`src/design/ctf_pkg.sv`:
```
`timescale 1ns / 1ps
package ctf_pkg;

	localparam int CALIB_SAMPLES   = 50;
	localparam int CORDIC_STEPS    = 16;
	localparam int ANGLE_FRAC_BITS = 8;

	localparam int ANGLE_W     = 17;
	localparam int ANGLE_MAX   = 180 << ANGLE_FRAC_BITS;
	localparam int ANGLE_SHIFT = 16 - ANGLE_FRAC_BITS;
	localparam int CORDIC_W    = 44;
	localparam int Z_W         = 26;
	localparam int STEP_W      = $clog2(CORDIC_STEPS);
	localparam int COUNT_W     = $clog2(CALIB_SAMPLES + 1);
	localparam int SUM_W       = ANGLE_W + COUNT_W;

	// The gyro divisor 131e6 shares a factor of 2^6 with the 2^F scale, so the
	// gyro term reduces to (|prod| * 2^(F-6) + bias) / 2046875.
	localparam longint GYRO_DIV   = 131000000;
	localparam int     GYRO_PRE   = 6;
	localparam longint GYRO_DIV_R = GYRO_DIV >> GYRO_PRE;
	localparam longint GYRO_BIAS  = (GYRO_DIV / 2) >> GYRO_PRE;
	localparam int     NUM_W      = 34;
	localparam int     DIV_W      = 21;
	localparam int     QUO_W      = 13;
	localparam int     EST_SHIFT  = NUM_W - DIV_W;
	localparam int     GYRO_SHIFT = NUM_W - EST_SHIFT;
	localparam int     GYRO_RECIP = int'((64'sd1 << NUM_W) / GYRO_DIV_R);
	localparam int     GRECIP_W   = 14;

	localparam int N_W          = 23;
	localparam int BLEND_SHIFT  = 26;
	localparam int BLEND_RECIP  = ((1 << BLEND_SHIFT) + 24) / 25;
	localparam int CALIB_SHIFT  = 28;
	localparam int CALIB_RECIP  = ((1 << CALIB_SHIFT) + CALIB_SAMPLES - 1) / CALIB_SAMPLES;
	localparam int RECIP_W      = 24;

	localparam logic [15:0] PERIOD_RESET = 16'd20000;
	localparam logic        REG_PERIOD   = 1'b0;

	typedef enum logic [2:0] {
		ST_IDLE,
		ST_CORDIC,
		ST_CAL,
		ST_BLEND_A,
		ST_BLEND_B,
		ST_DONE
	} ctf_state_t;

	typedef struct packed {
		logic start;
		logic mix;
		logic commit;
	} ctf_lane_ctrl_t;

	// atan(2^-i) in degrees times 65536.
	function automatic logic [21:0] atan_lookup(input logic [4:0] i);
		logic [21:0] v;
		case (i)
			5'd0:  v = 22'd2949120;
			5'd1:  v = 22'd1740967;
			5'd2:  v = 22'd919879;
			5'd3:  v = 22'd466945;
			5'd4:  v = 22'd234378;
			5'd5:  v = 22'd117303;
			5'd6:  v = 22'd58666;
			5'd7:  v = 22'd29335;
			5'd8:  v = 22'd14668;
			5'd9:  v = 22'd7334;
			5'd10: v = 22'd3667;
			5'd11: v = 22'd1833;
			5'd12: v = 22'd917;
			5'd13: v = 22'd458;
			5'd14: v = 22'd229;
			5'd15: v = 22'd115;
			5'd16: v = 22'd57;
			5'd17: v = 22'd29;
			5'd18: v = 22'd14;
			5'd19: v = 22'd7;
			5'd20: v = 22'd4;
			5'd21: v = 22'd2;
			5'd22: v = 22'd1;
			default: v = 22'd0;
		endcase
		return v;
	endfunction

endpackage

```
`src/design/ctf_cordic.sv`:
```
`timescale 1ns / 1ps
module ctf_cordic
	import ctf_pkg::*;
(
	input  logic                      clk,
	input  logic                      arst_n,
	input  logic                      start,
	input  logic signed [ANGLE_W-1:0] y_in,
	input  logic signed [ANGLE_W-1:0] x_in,
	output logic                      done,
	output logic signed [ANGLE_W-1:0] angle
);

	logic signed [CORDIC_W-1:0] x_q, y_q;
	logic signed [Z_W-1:0]      z_q;
	logic [STEP_W-1:0]          step_q;
	logic                       busy_q, rnd_q, done_q, zero_q;
	logic signed [ANGLE_W-1:0]  angle_q;

	logic signed [CORDIC_W-1:0] xe, ye, x0, y0, xs, ys;
	logic signed [Z_W-1:0]      z0, at;
	logic [Z_W-1:0]             zmag, rmag;
	logic [ANGLE_W-1:0]         cmag;

	always_comb begin
		xe = CORDIC_W'(x_in) <<< 24;
		ye = CORDIC_W'(y_in) <<< 24;
		x0 = xe;
		y0 = ye;
		z0 = '0;
		// Move the vector into the right half plane first.
		if (xe < 0) begin
			if (ye >= 0) begin
				x0 = ye;
				y0 = -xe;
				z0 = Z_W'(90 <<< 16);
			end else begin
				x0 = -ye;
				y0 = xe;
				z0 = -Z_W'(90 <<< 16);
			end
		end
		xs = x_q >>> step_q;
		ys = y_q >>> step_q;
		at = Z_W'(atan_lookup(5'(step_q)));
		zmag = (z_q < 0) ? Z_W'(-z_q) : Z_W'(z_q);
		rmag = (zmag + Z_W'(1 << (ANGLE_SHIFT - 1))) >> ANGLE_SHIFT;
		cmag = (rmag > Z_W'(ANGLE_MAX)) ? ANGLE_W'(ANGLE_MAX) : ANGLE_W'(rmag);
	end

	always_ff @(posedge clk or negedge arst_n) begin
		if (!arst_n) begin
			busy_q <= 1'b0;
			rnd_q  <= 1'b0;
			done_q <= 1'b0;
			step_q <= '0;
		end else if (start) begin
			busy_q <= 1'b1;
			rnd_q  <= 1'b0;
			done_q <= 1'b0;
			step_q <= '0;
		end else if (busy_q) begin
			if (step_q == STEP_W'(CORDIC_STEPS - 1)) begin
				busy_q <= 1'b0;
				rnd_q  <= 1'b1;
			end else begin
				step_q <= step_q + 1'b1;
			end
		end else if (rnd_q) begin
			rnd_q  <= 1'b0;
			done_q <= 1'b1;
		end
	end

	always_ff @(posedge clk) begin
		if (start) begin
			x_q    <= x0;
			y_q    <= y0;
			z_q    <= z0;
			zero_q <= (x_in == '0) && (y_in == '0);
		end else if (busy_q) begin
			if (y_q >= 0) begin
				x_q <= x_q + ys;
				y_q <= y_q - xs;
				z_q <= z_q + at;
			end else begin
				x_q <= x_q - ys;
				y_q <= y_q + xs;
				z_q <= z_q - at;
			end
		end
		if (rnd_q) begin
			if (zero_q)
				angle_q <= '0;
			else
				angle_q <= (z_q < 0) ? -$signed(cmag) : $signed(cmag);
		end
	end

	assign done  = done_q;
	assign angle = angle_q;

endmodule

```
`src/design/ctf_lane.sv`:
```
`timescale 1ns / 1ps
module ctf_lane
	import ctf_pkg::*;
(
	input  logic                      clk,
	input  logic                      arst_n,
	input  ctf_lane_ctrl_t            ctrl,
	input  logic signed [ANGLE_W-1:0] acc_y,
	input  logic signed [ANGLE_W-1:0] acc_x,
	input  logic signed [15:0]        gyro,
	input  logic [15:0]               period,
	input  logic signed [ANGLE_W-1:0] offset,
	output logic                      done,
	output logic signed [ANGLE_W-1:0] acc_angle,
	output logic signed [ANGLE_W-1:0] estimate
);

	logic                      cordic_done;
	logic signed [32:0]        prod_s1;
	logic                      load_q, neg_q;
	logic [3:0]                div_ph_q;
	logic [NUM_W-1:0]          num_q, rem_q;
	logic [QUO_W-1:0]          quo_q;
	logic signed [N_W-1:0]     n_s2;
	logic signed [ANGLE_W-1:0] est_q;

	logic [32:0]               pmag;
	logic [DIV_W+GRECIP_W-1:0] qprod;
	logic [NUM_W-1:0]          qd;
	logic signed [N_W-1:0]     g, eg, n;
	logic [N_W-1:0]            nmag;
	logic [N_W+RECIP_W-1:0]    bprod;
	logic [N_W-1:0]            bq;
	logic [ANGLE_W-1:0]        bclamp;

	ctf_cordic u_cordic (
		.clk   (clk),
		.arst_n(arst_n),
		.start (ctrl.start),
		.y_in  (acc_y),
		.x_in  (acc_x),
		.done  (cordic_done),
		.angle (acc_angle)
	);

	always_comb begin
		pmag   = (prod_s1 < 0) ? 33'(-prod_s1) : 33'(prod_s1);
		qprod  = (DIV_W+GRECIP_W)'(num_q[NUM_W-1:EST_SHIFT]) *
			(DIV_W+GRECIP_W)'(GYRO_RECIP);
		qd     = NUM_W'(quo_q) * NUM_W'(GYRO_DIV_R);
		g      = neg_q ? -N_W'(quo_q) : N_W'(quo_q);
		eg     = N_W'(est_q) + g;
		n      = (eg <<< 4) + (eg <<< 3) + (N_W'(acc_angle) - N_W'(offset));
		nmag   = (n_s2 < 0) ? N_W'(-n_s2) : N_W'(n_s2);
		bprod  = (nmag + N_W'(12)) * (N_W+RECIP_W)'(BLEND_RECIP);
		bq     = N_W'(bprod >> BLEND_SHIFT);
		bclamp = (bq > N_W'(ANGLE_MAX)) ? ANGLE_W'(ANGLE_MAX) : ANGLE_W'(bq);
	end

	// Gyro term: |gyro * period| * 2^F / 131e6, rounded. A reciprocal estimate
	// falls short by at most two, so two compare-and-subtract steps finish it.
	always_ff @(posedge clk or negedge arst_n) begin
		if (!arst_n) begin
			load_q   <= 1'b0;
			div_ph_q <= '0;
			est_q    <= '0;
		end else begin
			load_q   <= ctrl.start;
			div_ph_q <= {div_ph_q[2:0], load_q};
			if (ctrl.commit)
				est_q <= (n_s2 < 0) ? -$signed(bclamp) : $signed(bclamp);
		end
	end

	always_ff @(posedge clk) begin
		if (ctrl.start)
			prod_s1 <= gyro * $signed({1'b0, period});
		if (load_q) begin
			neg_q <= prod_s1 < 0;
			num_q <= (NUM_W'(pmag) << (ANGLE_FRAC_BITS - GYRO_PRE)) + NUM_W'(GYRO_BIAS);
		end
		if (div_ph_q[0]) begin
			quo_q <= QUO_W'(qprod >> GYRO_SHIFT);
		end else if (div_ph_q[1]) begin
			rem_q <= num_q - qd;
		end else if ((div_ph_q[2] || div_ph_q[3]) && rem_q >= NUM_W'(GYRO_DIV_R)) begin
			quo_q <= quo_q + 1'b1;
			rem_q <= rem_q - NUM_W'(GYRO_DIV_R);
		end
		if (ctrl.mix)
			n_s2 <= n;
	end

	assign done     = cordic_done && !load_q && (div_ph_q == '0);
	assign estimate = est_q;

endmodule

```
`config.mk`:
```
export PLATFORM = sky130hd
export DESIGN_NAME = ctf_lane
export DESIGN_NICKNAME = d
export VERILOG_FILES = /design/src/design/ctf_pkg.sv /design/src/design/ctf_cordic.sv /design/src/design/ctf_lane.sv
export SDC_FILE = /design/constraint.sdc
export NUM_CORES = 2
export LEC_CHECK = 0
export BUFFER_PORTS_ARGS = -buffer_cell sky130_fd_sc_hd__buf_2
export CORE_MARGIN = 4
export CORE_UTILIZATION = 44
export DETAILED_ROUTE_END_ITERATION = 8
export GPL_ROUTABILITY_DRIVEN = 0
export SYNTH_ARGS = -nofsm -noshare
export SYNTH_HDL_FRONTEND = slang
export SYNTH_SLANG_ARGS = --single-unit
```
`constraint.sdc`:
```
create_clock -name clk -period 22.3 [get_ports clk]
set_clock_uncertainty 0.05 [all_clocks]
set_input_delay 2.23 -clock clk [delete_from_list [all_inputs] [get_ports clk]]
set_output_delay 2.23 -clock clk [all_outputs]
set_load 0.02 [all_outputs]
```
==> results by group <==
Finish
  – Synth-to-Final Area Change: 6.284%
  – Share of post-route cells with drive strength above 1: 0.06462
  – Fin nets: 8054
  – Number of filler cells placed in the layout: 12939

Die
  – Die extent in y: 375.2 um
  – Die Wd: 375.2 um
  – Starting Density: 0.4435
  – Rows: 134
  – Core ar.: 133800 um^2
  – Die area: 140800 um^2
  – Ports: 123

Yosys
  – Sequential-to-total area share from yosys stat: 0.1479
  – Unique masters post-synth: 95
  – Post-synth ARST share: 0.09764
  – Synthesized instance count: 6563
  – Main flop type after synthesis: edfxtp_1
  – Flops & latches, synth: 297
  – Number of synthesized flops with an enable pin: 268
  – Synth Cell Area: 59340 um^2
  – Top post-synthesis cells by area: fa_1 21%, ha_1 17%, edfxtp_1 14%, inv_1 6.5%, xnor2_1 4.6%
  – Area leader, netlist: fa_1
  – Syn Area/Cell: 9.041 um^2
  – Yosys warning total: 0
  – Share of the synthesized area in the top cell type: 0.2065

Global route
  – GRT Overall Usage: 0.2165
  – GR Overflow Total: 0
  – First-pass GRT wire length: 248.4 mm
  – Vias in the first global route: 46181
  – Antenna violations before repair: 2
  – Largest net degree at the start of global routing: 81

Timing
  – Setup TNS: 0 ps
  – Final setup fails: 0
  – Least-Margin Pin Slew: 1142 ps
  – Fmax: 75.57 MHz
  – Period utilization: 0.5934
  – RSZ-0062 raised after global routing: false
  – Slew Viols, Final: 0
  – Slew HR: 0.2320
  – Fin crit period: 13230 ps
  – Hold Violations, Final: 0

Clock network
  – CTS resizes: 0
  – Cts bufs inserted: 42
  – Htree depth: 2
  – Post-CTS setup buffer count: 0
  – # hold bufs at CTS: 0
  – CTS tree: built
  – Clk slew on worst S/H paths: 60 ps
  – Clock root cell: clkbuf_16
  – Later-pin clock latency in the skew report: 620 ps
  – Sink Count: 297
  – Max clock buf depth: 3

Critical path
  – Slowest CP cell: edfxtp_1
  – Crit start category: register
  – Crit path arrival time: 13650 ps
  – R2R cell count: 40
  – CP top delay family: adder cells
  – Crit Path Class: reg -> reg
  – Endpoint class of the critical path: register
  – Crit path max fanout: 17
  – WP depth: 40
  – Req. time, crit path: 22720 ps
  – Slowest Stage Delay on Critical Path: 620 ps
  – Buf+Inv Stages, Crit Path: 6

Worst hold path
  – Worst Hold Class: reg -> reg
  – WHS Path Cells: 0

Run status
  – Status: finished clean

Route
  – Post-DRT Antenna Nets: 0
  – First drt pass iteration count: 6
  – Routed vias/inst: 5.519
  – Routed vias: 46143
  – Routed len/inst: 18.25 um
  – Drt total wl: 152.6 mm
  – # DRC: 0
  – Iteration-0 DRC Markers: 3062

Job
  – Max_cap viols: 0

Placement
  – IO Port Bufs: 122
  – DPL Wire Length: 124.8 mm
flip-flops by register name, summed over array words and instances, names as in the netlist, 4 cells and up:
name             flops
u_cordic.angle      17
num_q               32
rem_q               34
u_cordic.z_q        26
div_ph_q             4
prod_s1             33
u_cordic.y_q        44
u_cordic.x_q        44
quo_q               13
estimate            17
u_cordic.step_q      4
n_s2                23
cell type report:
class | count | area [um^2] | share of cell area
timing repair buffer | 156 | 872.1 | 0.01383
tap | 1768 | 2212 | 0.03508
sequential | 297 | 8787 | 0.1393
antenna | 1 | 2.502 | 0.00003968
inverter | 1033 | 3877 | 0.06148
multi-input combinational | 5030 | 45880 | 0.7274
clock buffer | 53 | 1124 | 0.01782
clock inverter | 23 | 315.3 | 0.005000
metrics by stage:
step | utilization | instances | area [um^2] | worst slack, ps | hold slack [ps]
5_1_grt | 0.4714 | 8361 | 63070 | 8284 | 378.2
6_report | 0.4714 | 8361 | 63070 | 9068 | 347.2
3_3_place_gp | 0.4606 | 8284 | 61620 | 9474 | 329.1
3_5_place_dp | 0.4606 | 8284 | 61620 | 9279 | 339.4
4_1_cts | 0.4713 | 8360 | 63060 | 9220 | 355.8
2_1_floorplan | - | 6571 | 59370 | 10750 | 301.9
layout by cell type (no fill, tap or decap), types with 22 or more instances in the layout:
cell       instances
inv_1           1025
ha_1             794
fa_1             612
nand2_1          591
nor2_1           359
o21ai_0          338
xnor2_1          314
a21oi_1          302
edfxtp_1         268
xor2_1           214
and2_1           147
buf_2            121
a21o_1           109
nand3_1          106
mux4_2            93
nor3_1            87
mux2i_1           85
nand2b_1          79
or3_1             55
nor2b_1           54
o31ai_1           52
a31oi_1           46
mux2_2            46
clkbuf_16         43
o21a_1            42
o211ai_1          42
nand4_1           40
buf_4             34
and3_1            33
a211oi_1          29
or2_2             26
o21bai_1          24
dfrtp_1           24
or4_1             23
nor4_1            22
kinds of logic after synthesis:
logic type,after synthesis,synth area share
AOI/OAI and AO/OA,1169,0.1240
xor gates and xnor gates,531,0.07897
adders and majority gates,1406,0.3739
buffers and inverters,1244,0.07990
DFF,297,0.1479
muxes,224,0.05837
other,2,0.0001266
and+or+nand+nor,1690,0.1369
final timing paths:
| path | slack, ps | from | endpoint |
|---|---|---|---|
| min in group asynchronous | 1710 | arst_n | div_ph_q[2]$_DFF_PN0_ |
| hold reg to reg | 350 | div_ph_q[2]$_DFF_PN0_ | div_ph_q[3]$_DFF_PN0_ |
| setup reg to reg | 9070 | n_s2[0]$_DFFE_PP_ | estimate[10]$_DFFE_PN0P_ |
| max in group asynchronous | 19780 | arst_n | u_cordic.step_q[3]$_DFFE_PN0P_ |
| hold / removal | 350 | div_ph_q[2]$_DFF_PN0_ | div_ph_q[3]$_DFF_PN0_ |
| setup / recovery | 9070 | n_s2[0]$_DFFE_PP_ | estimate[10]$_DFFE_PN0P_ |
layer usage:
metal | vias up | GRT usage | routed length [um]
met4 | 0 | 0.04318 | 2766
met2 | 1090 | 0.3547 | 70580
met5 | - | 0 | 0
met1 | 22644 | 0.3105 | 71690
met3 | 154 | 0.02505 | 7595
li1 | 22255 | - | -
cell usage after synthesis, drive strengths merged (46+ instances only):
master     n
and2     147
nor2     360
mux2i     85
nand2    592
ha       794
a21o     109
mux4      93
nand3    106
inv     1028
o31ai     52
nand2b    79
o21ai    342
xor2     214
xnor2    315
buf       61
nor2b     54
mux2      46
a31oi     46
edfxtp   268
nor3      91
or3       55
clkbuf   150
a21oi    304
fa       612
Power is not shown: default switching activity piles up to over one toggle a cycle in this logic, so the estimate is an artifact.
